<file path="src/rtl/ppm_pkg.sv">
// Package: shared types and constants of the projective pixel mapper.
package ppm_pkg;

  localparam int NUM_COEF = 8;
  localparam int ADDR_W   = 5;
  localparam int COEF_W   = 32;
  localparam int PROD_W   = 45;  // 32-bit coefficient times 13-bit signed coordinate
  localparam int SUM_W    = 47;  // sum of two products and an offset
  localparam int MAG_W    = 46;  // magnitude of a sum
  localparam int NQ       = 29;  // quotient bits kept, Q12.16 plus one guard bit
  localparam int HI_W     = MAG_W + 16 - NQ;  // dividend bits above the quotient window
  localparam logic signed [SUM_W-1:0] ONE_Q16 = 47'sd65536;

  typedef logic signed [COEF_W-1:0] coef_t;

  typedef enum logic [2:0] {
    REG_XX   = 3'd0,
    REG_XY   = 3'd1,
    REG_XOFF = 3'd2,
    REG_YX   = 3'd3,
    REG_YY   = 3'd4,
    REG_YOFF = 3'd5,
    REG_WX   = 3'd6,
    REG_WY   = 3'd7
  } reg_idx_t;

  // One transaction as it travels down the divider chain.
  typedef struct packed {
    logic              valid;
    logic              okx;
    logic              oky;
    logic [MAG_W-1:0]  wmag;
    logic [MAG_W-1:0]  remx;
    logic [MAG_W-1:0]  remy;
    logic [NQ-1:0]     tx;   // remaining dividend bits in, quotient bits out
    logic [NQ-1:0]     ty;
    logic [23:0]       pixel;
  } cell_t;

endpackage

</file>
<file path="src/rtl/ppm_div_cell.sv">
// Divider cell: one restoring quotient bit for both axes.
module ppm_div_cell import ppm_pkg::*; (
  input  logic  clk,
  input  logic  rst,
  input  cell_t c_in,
  input  logic  adv_in,
  output logic  adv_out,
  output cell_t c_out
);

  logic [MAG_W:0] rx, ry, wz;
  logic gx, gy;

  assign adv_out = ~c_out.valid | adv_in;
  assign wz = {1'b0, c_in.wmag};
  assign rx = {c_in.remx, c_in.tx[NQ-1]};
  assign ry = {c_in.remy, c_in.ty[NQ-1]};
  assign gx = rx >= wz;
  assign gy = ry >= wz;

  always_ff @(posedge clk) begin
    if (rst) begin
      c_out.valid <= 1'b0;
    end else if (adv_out) begin
      c_out.valid <= c_in.valid;
    end
    if (adv_out) begin
      c_out.okx   <= c_in.okx;
      c_out.oky   <= c_in.oky;
      c_out.wmag  <= c_in.wmag;
      c_out.remx  <= gx ? MAG_W'(rx - wz) : MAG_W'(rx);
      c_out.remy  <= gy ? MAG_W'(ry - wz) : MAG_W'(ry);
      c_out.tx    <= {c_in.tx[NQ-2:0], gx};
      c_out.ty    <= {c_in.ty[NQ-2:0], gy};
      c_out.pixel <= c_in.pixel;
    end
  end

endmodule

</file>
<file path="config.mk">
export PLATFORM = sky130hd
export DESIGN_NAME = ppm_div_cell
export DESIGN_NICKNAME = d
export VERILOG_FILES = /design/src/rtl/ppm_pkg.sv /design/src/rtl/ppm_div_cell.sv
export SDC_FILE = /design/constraint.sdc
export NUM_CORES = 1
export LEC_CHECK = 0
export BUFFER_PORTS_ARGS = -buffer_cell sky130_fd_sc_hd__buf_4
export CORE_AREA = 2 2 197 199
export CTS_CLUSTER_DIAMETER = 40
export DETAILED_ROUTE_END_ITERATION = 8
export DIE_AREA = 0 0 199 201
export PLACE_DENSITY_LB_ADDON = 0.3
export SYNTH_ARGS = -nofsm -noshare
export SYNTH_HDL_FRONTEND = slang
export SYNTH_SLANG_ARGS = --single-unit
</file>
<file path="constraint.sdc">
create_clock -name clk -period 15.9 [get_ports clk]
set_input_delay 3.975 -clock clk [delete_from_list [all_inputs] [get_ports clk]]
set_output_delay 3.975 -clock clk [all_outputs]
set_load 0.02 [all_outputs]
</file>
==> metrics.txt <==
status finished clean; final std cells w/o fill 2232; synth top area cells edfxtp_1, ha_1, o21ai_0, nand2_1, a21oi_1; Slew HR 31.9%; number of max-slew violations in the final report 0; area grow syn2layout 40.0%; Setup Fix Bufs, Post-CTS 0; Hold Path End c_out[222]; Nets 2001; Max H-tree Level 2; unrepaired setup endpoints after global routing false; Register-to-Register Path Depth 2; CP max-delay cell nand2b_4; placed cells 2155; Pre-Repair DR Iteration Count 5; vias in the first global route 11400; worst hold slack 1230 ps; Core Rows 72; buffers and inverters on the worst path 2; Initial Util 34.5%; CP Cell Sequence buf_4 -> nand2b_4 -> buf_4; largest net degree at the start of global routing 163; cell area after synthesis 0.0132 mm²; P per Cell Area 120 mW/mm²; wire per inst 20.5 µm; worst hold path depth 2; most frequent CP cell buf_4; worst skew pair latency 550 ps; Final Hold Viols 0; max_cap viols 0; max reg flops 223; CTS Buf Count 42; CP arrival 5030 ps; global-route wire length before repair 67400 µm; cell taking the most area after synthesis edfxtp_1; Post-DRT Antenna Nets 0; Initial DRC Count 622; Vias/cell 5.07; synthesized net count 1555; worst vdd ir 0.120 mV; asr flop ratio synth 0%; register area share after synthesis 50.8%; Netlist cell types 74; Worst Setup End Kind output pin; DRC 0; Leak Pwr 8.08 nW; CTS sink count 223; area of the core 0.0381 mm²; Max Fanout on Critical Path 63; share of cells above drive strength 1 31.8%; placed standard-cell area 0.0170 mm²; syn_area_per_cell 10.7 µm²; Power, Total 2.22 mW; TritonCTS clock tree built; Vias 11300; flop2flop setup slack 13550 ps; Worst Setup Start Kind input port; WS Path Type input port to output pin; IO Port Bufs 449; die area 0.0400 mm²; Final setup viols 0; Critical Path RT 11930 ps; hold_sp c_out[222]; Gate Count Post-Synth 1235; gpl congestion 0.895; GRT Util Overall 22.4%; fillers 3564; Largest Register c_out; die width 199 µm; Final Cell Area 0.0184 mm²; # IOs 450; DP HPWL 36300 µm; Most used DFF post-synth edfxtp_1; Top delay family on crit path simple AND/OR/NAND/NOR gates; post-synthesis register bit count 223; biggest regs c_out x223; crit share post-route 56.6%; CTS root buf clkbuf_16; Hold Crit Class flip-flop to flip-flop; worst r2r src c_out[222]; Clock transition at path regs 60 ps; Reg2Reg Capture Point c_out[36]; skew final 16.6 ps; Yosys warning count 0; Overflow after GRT 0; max frequency 0.111 GHz; Setup TNS 0 ps; initial antenna violation count 8; post-CTS resize count 0; Die H 201 µm; post-synth top area share 50.7%; Post-synth EDFFs 222; total wire length 45700 µm; Post-CTS Hold Buffers 0; worst slew pin tran 1020 ps; CP peak stage delay 690 ps; Clock Tree Buf Depth 3; Final Critical Period 9000 ps
-- cell usage after synthesis, types with 6 or more instances --
master	instances
o31ai_1	10
a21o_1	52
and2_1	10
nor2_1	54
nand4_1	19
nand3_1	26
inv_1	69
o21ai_1	11
nor3_1	16
a31oi_1	13
o21a_1	7
buf_2	13
a21oi_1	90
edfxtp_1	222
xnor2_1	42
and4_1	6
nor2b_1	11
and3_1	11
a211oi_1	10
nand2_1	144
a221oi_1	6
o21bai_1	21
o21ai_0	112
nand2b_1	10
ha_1	92
xor2_1	38
clkbuf_1	32
-- where the power goes --
part	internal, mW	switching, mW	total (mW)	leakage (nW)
Clock	0.569	0.322	0.891	0.676
Sequential	0.739	0.0221	0.761	2.32
Combinational	0.233	0.332	0.564	5.08
Total	1.54	0.676	2.22	8.08
-- area by class of cell --
cell class	instances	area, µm²	area share, %
diodes	1	2.50	0.0136
clock buffers	49	1140	6.20
multi-input cells	892	6000	32.6
inverters	69	259	1.41
well taps	518	648	3.52
repair buffers	453	3410	18.5
flip-flops and latches	223	6690	36.3
clock inverters	27	272	1.47
-- kinds of logic after synthesis --
logic type | Yosys count | synth area share [%]
AOI/OAI and AO/OA | 384 | 18.9
xor gates and xnor gates | 80 | 5.32
adders and majority gates | 94 | 9.05
buffers and inverters | 120 | 3.73
DFF | 223 | 50.8
muxes | 7 | 0.637
and+or+nand+nor | 327 | 11.6
-- tightest hold or removal path, stage by stage, from the launching register on --
cell and delay [ps]:
dfxtp_1 350, nand2b_4 670, a21oi_1 150
-- metal layers --
| layer | part of all wire [%] | track usage [%] |
|---|---|---|
| met5 | 0.23 | 0 |
| met3 | 9.5 | 8.53 |
| met4 | 2.2 | 5.97 |
| met1 | 39 | 25.8 |
| met2 | 49 | 38.6 |
-- cell usage in the layout (no fill, tap or decap), drive strengths merged, types with 19 or more instances in the layout --
cell type,Yosys,routed
nand4,19,19
buf,18,453
a21oi,91,91
ha,92,92
o21ai,124,124
a21o,52,52
nand3,26,26
nor2,54,54
nand2,144,144
xor2,38,38
xnor2,42,42
clkbuf,33,49
o21bai,21,21
inv,69,77
edfxtp,222,222
-- how the worst max path moves through the flow --
stage	start	slack (ps)	to	cells past startpoint
2_1_floorplan	adv_in	2470	adv_out	1
3_3_place_gp	adv_in	6870	adv_out	3
3_5_place_dp	adv_in	6860	adv_out	3
4_1_cts	adv_in	6860	adv_out	3
5_1_grt	adv_in	6800	adv_out	3
6_report	adv_in	6900	adv_out	3
-- through the flow --
step                setup slack [ps]  util, %
floorplan                       2470        -
global placement                6870     44.6
detailed placement              6860     44.6
CTS                             6860     48.3
global route                    6800     48.3
finish                          6900     48.3
Note: power is estimated with default switching activity, not from simulation.
