File: src/rtl/ppm_pkg.sv
// Package: shared types and constants of the projective pixel mapper.
package ppm_pkg;

  localparam int NUM_COEF = 8;
  localparam int ADDR_W   = 5;
  localparam int COEF_W   = 32;
  localparam int PROD_W   = 45;  // 32-bit coefficient times 13-bit signed coordinate
  localparam int SUM_W    = 47;  // sum of two products and an offset
  localparam int MAG_W    = 46;  // magnitude of a sum
  localparam int NQ       = 29;  // quotient bits kept, Q12.16 plus one guard bit
  localparam int HI_W     = MAG_W + 16 - NQ;  // dividend bits above the quotient window
  localparam logic signed [SUM_W-1:0] ONE_Q16 = 47'sd65536;

  typedef logic signed [COEF_W-1:0] coef_t;

  typedef enum logic [2:0] {
    REG_XX   = 3'd0,
    REG_XY   = 3'd1,
    REG_XOFF = 3'd2,
    REG_YX   = 3'd3,
    REG_YY   = 3'd4,
    REG_YOFF = 3'd5,
    REG_WX   = 3'd6,
    REG_WY   = 3'd7
  } reg_idx_t;

  // One transaction as it travels down the divider chain.
  typedef struct packed {
    logic              valid;
    logic              okx;
    logic              oky;
    logic [MAG_W-1:0]  wmag;
    logic [MAG_W-1:0]  remx;
    logic [MAG_W-1:0]  remy;
    logic [NQ-1:0]     tx;   // remaining dividend bits in, quotient bits out
    logic [NQ-1:0]     ty;
    logic [23:0]       pixel;
  } cell_t;

endpackage

File: src/rtl/ppm_regs.sv
// Coefficient register file behind the APB-style port.
module ppm_regs import ppm_pkg::*; (
  input  logic              clk,
  input  logic              rst,
  input  logic              psel,
  input  logic              penable,
  input  logic              pwrite,
  input  logic [ADDR_W-1:0] paddr,
  input  logic [31:0]       pwdata,
  output logic [31:0]       prdata,
  output logic              pready,
  output coef_t             coefs [NUM_COEF]
);

  reg_idx_t idx;

  assign idx    = reg_idx_t'(paddr[ADDR_W-1:2]);
  assign pready = 1'b1;
  assign prdata = coefs[idx];

  always_ff @(posedge clk) begin
    if (rst) begin
      for (int i = 0; i < NUM_COEF; i++) coefs[i] <= '0;
      coefs[REG_XX] <= 32'sd65536;
      coefs[REG_YY] <= 32'sd65536;
    end else if (psel && penable && pwrite && pready) begin
      coefs[idx] <= pwdata;
    end
  end

endmodule

File: config.mk
export PLATFORM = sky130hd
export DESIGN_NAME = ppm_regs
export DESIGN_NICKNAME = d
export VERILOG_FILES = /design/src/rtl/ppm_pkg.sv /design/src/rtl/ppm_regs.sv
export SDC_FILE = /design/constraint.sdc
export NUM_CORES = 1
export LEC_CHECK = 0
export BUFFER_PORTS_ARGS = -buffer_cell sky130_fd_sc_hd__clkbuf_2
export CAP_MARGIN = 10
export CORE_ASPECT_RATIO = 0.75
export CORE_MARGIN = 8
export CORE_UTILIZATION = 50
export DETAILED_ROUTE_END_ITERATION = 12
export GPL_TIMING_DRIVEN = 0
export PLACE_DENSITY_LB_ADDON = 0.12
export SYNTH_ARGS = -nofsm -noshare
export SYNTH_HDL_FRONTEND = slang
export SYNTH_SLANG_ARGS = --single-unit
File: constraint.sdc
create_clock -name clk -period 3.4 [get_ports clk]
set_input_delay 0.34 -clock clk [delete_from_list [all_inputs] [get_ports clk]]
set_output_delay 0.34 -clock clk [all_outputs]
set_load 0.005 [all_outputs]
==> qor.csv <==
stage;metric;value;unit
outcome;status;finished, final reports clean;
setup_path;Reg2Reg Depth;2;
min_path;Hold Path Depth;3;
timing;worst hold slack;0.115;ns
place;Placement Setup Slack;1.02;ns
cts;worst-case clock buffer depth;3;
die;Core Area;24000;sq um
cells_and_area;NumNets Final;1425;
setup_path;Worst Setup Path Type;input pin to output port;
place;port bufs;324;
cts;clk sinks;256;
cts;Reg clk slew, reported paths;0.06;ns
cells_and_area;layout cells sized above 1;31.4;%
synthesis;Synth area leaders;dfxtp_1 (42%), mux2i_1 (21%), nand2b_1 (15%);
routing;Initial DRT Pass Iterations;5;
timing;Worst Skew;0;ns
place;DP HPWL;29.9;mm
timing;final setup TNS;0;ns
synthesis;async set or reset register ratio after synthesis;0;%
cts;postcts setup bufs;0;
setup_path;Crit Path Max Fanout;10;
routing;top routing layer used;met4;
synthesis;Seq/Total Area, Yosys;41.8;%
routing;First DRT Iteration DRCs;528;
synthesis;Distinct cells, synth;28;
routing;routed via count;9434;
setup_path;startpoint types;input pin;
cells_and_area;Biggest register;coefs;
place;RD Place Congestion;0.793;
grt;gr usage total;27.0;%
timing;Setup violations, final;0;
setup_path;Critical Path RT;3.06;ns
routing;WL met3;3.29;mm
timing;Final Max Slew Viols;0;
synthesis;Yosys top cell area share;41.8;%
timing;RSZ-0062 raised after global routing;no;
routing;DRC;0;
setup_path;origin of the worst setup path;paddr[4];
synthesis;number of synthesized flops with an enable pin;0;
routing;WL met2;18.7;mm
grt;largest net degree at the start of global routing;14;
synthesis;biggest area consumer among synthesized cells;dfxtp_1;
die;floorplan row count;49;
cells_and_area;Layout Cells excl Fill;1733;
synthesis;Syn Nets;1073;
cts;H-tree levels;1;
grt;global route overflow;0;
place;placed cells;1686;
die;Die Span Y;152;microns
setup_path;R2R Setup Slk;2.69;ns
cells_and_area;Fillers;2052;
timing;Slew HR;46.6;%
routing;ANT nets after route;0;
grt;initial antenna violation count;0;
synthesis;Yosys reg bits;256;
synthesis;Synth Instances;1031;
cts;root buf cell;clkbuf_16;
cts;Num CTS Buffers;26;
grt;via count of the first global-routing pass;9501;
setup_path;crit-path cells;buf_2 > buf_2 > buf_2 > mux4_1 > mux2_2 > clkbuf_2;
min_path;Hold Crit Class;input pin to flip-flop;
setup_path;slowest stage cell, crit path;buf_2;
job;max cap viols;0;
synthesis;Main synth FF type;dfxtp_1;
die;total I/O pin count;331;
timing;final hold vios;0;
cts;CTS tree;done;
setup_path;Max stage delay on crit path;0.43;ns
die;Initial Util;51.0;%
grt;global-route wire length before repair;60.9;mm
timing;Max Clk Rate;416;MHz
cells_and_area;biggest regs;coefs (256);
timing;worst setup margin;0.996;ns
setup_path;cell mode on critical path;buf_2;
cts;CTS Hold Bufs;0;
setup_path;critical path arrival;2.06;ns
power_and_ir_drop;Max IR drop VDD;0.352;mV
routing;vias per cell;5.44;
power_and_ir_drop;Power Dens Cells;416;nW/um^2
cts;Clk Latency, worst-skew pair;0.53;ns
cells_and_area;max FFs per register;256;
timing;final period utilization;70.7;%
synthesis;average size of a mapped cell;11.9;sq um
setup_path;Setup crit end;prdata[19];
synthesis;Synth Cell Area;12300;sq um
setup_path;reg-to-reg endpoint;coefs[0];
timing;worst slew pin tran;0.800;ns
setup_path;crit end category;output port;
routing;total wire length;41.6;mm
routing;routed length per instance;24.0;microns
power_and_ir_drop;leakage;0.00799;uW
routing;WL met1;18.4;mm
cts;Post-CTS Resized;0;
die;die area;29800;sq um
timing;minimum clock period;2.40;ns
setup_path;RR Startpoint;coefs[0];
die;die width;197;microns
synthesis;synthesis warning total;0;
cells_and_area;Layout area overhead;23.3;%
logic make-up after synthesis:
logic type | Yosys count | synth area share (%)
mux | 351 | 37.2
simple gates | 308 | 15.8
other cells | 1 | 0.0306
buf+inv | 111 | 4.89
flops | 256 | 41.8
compound gates | 4 | 0.235
worst min path at each step:
stage | startpoint | to | slack (ns)
after floorplan | coefs[254] | coefs[254] | 0.47
after global placement | coefs[254] | coefs[254] | 0.47
after detailed placement | coefs[152] | coefs[152] | 0.48
after CTS | pwdata[16] | coefs[240] | 0.1
after global routing | pwdata[16] | coefs[240] | 0.12
final | pwdata[16] | coefs[240] | 0.12
metrics by stage:
stage	total power, uW	cell area, sq um	utilization (%)
final	6280	15100	62.8
after global routing	6480	15100	62.8
after CTS	6320	15100	62.8
after detailed placement	3540	14300	59.4
after global placement	3540	14300	59.4
after floorplan	3370	12300	-
power by group:
| group | internal [uW] | leakage, uW | switching [uW] | total, uW |
|---|---|---|---|---|
| Sequential | 3020 | 0.00206 | 20.1 | 3040 |
| Clock | 1630 | 0.000394 | 1170 | 2800 |
| Combinational | 188 | 0.00553 | 251 | 439 |
| Total | 4840 | 0.00799 | 1450 | 6280 |
cells in the final DEF, fill, tap and decap left out, types with 3 or more instances in the layout:
cell type	Yosys	final
buf_1	25	25
buf_2	14	14
buf_4	22	22
buf_6	11	11
clkbuf_1	38	50
clkbuf_16	0	27
clkbuf_2	0	324
clkinv_2	0	3
dfxtp_1	256	256
mux2_2	31	31
mux2i_1	258	258
mux4_1	62	62
nand2_1	3	3
nand2_2	3	3
nand2b_1	287	287
nor2_1	4	4
Yosys cell counts, types with 4 or more instances:
master / instances
nand2b_1: 287
mux2i_1: 258
dfxtp_1: 256
mux4_1: 62
clkbuf_1: 38
mux2_2: 31
buf_1: 25
buf_4: 22
buf_2: 14
buf_6: 11
nor2_1: 4
final cells by class:
| type | instances | area (sq um) | share of cell area (%) |
|---|---|---|---|
| clock inverter | 5 | 75.1 | 0.497 |
| multi-input combinational | 664 | 6530 | 43.2 |
| clock buffer | 40 | 734 | 4.86 |
| tap | 331 | 414 | 2.74 |
| antenna | 2 | 5.00 | 0.0331 |
| inverter | 1 | 3.75 | 0.0249 |
| sequential | 256 | 5120 | 33.9 |
| timing repair buffer | 324 | 1620 | 10.7 |
| buffer | 110 | 596 | 3.94 |
layer usage:
layer	global-route usage, %	vias up
met5	0	-
met4	7.65	0
met3	6.42	73
met2	42.8	368
met1	36.4	4694
li1	-	4299
critical path, delay by kind of cell:
| kind | cells | cell delay, ns |
|---|---|---|
| buf+inv | 4 | 1.05 |
| mux | 2 | 0.66 |
Note: power is estimated with default switching activity, not from simulation.
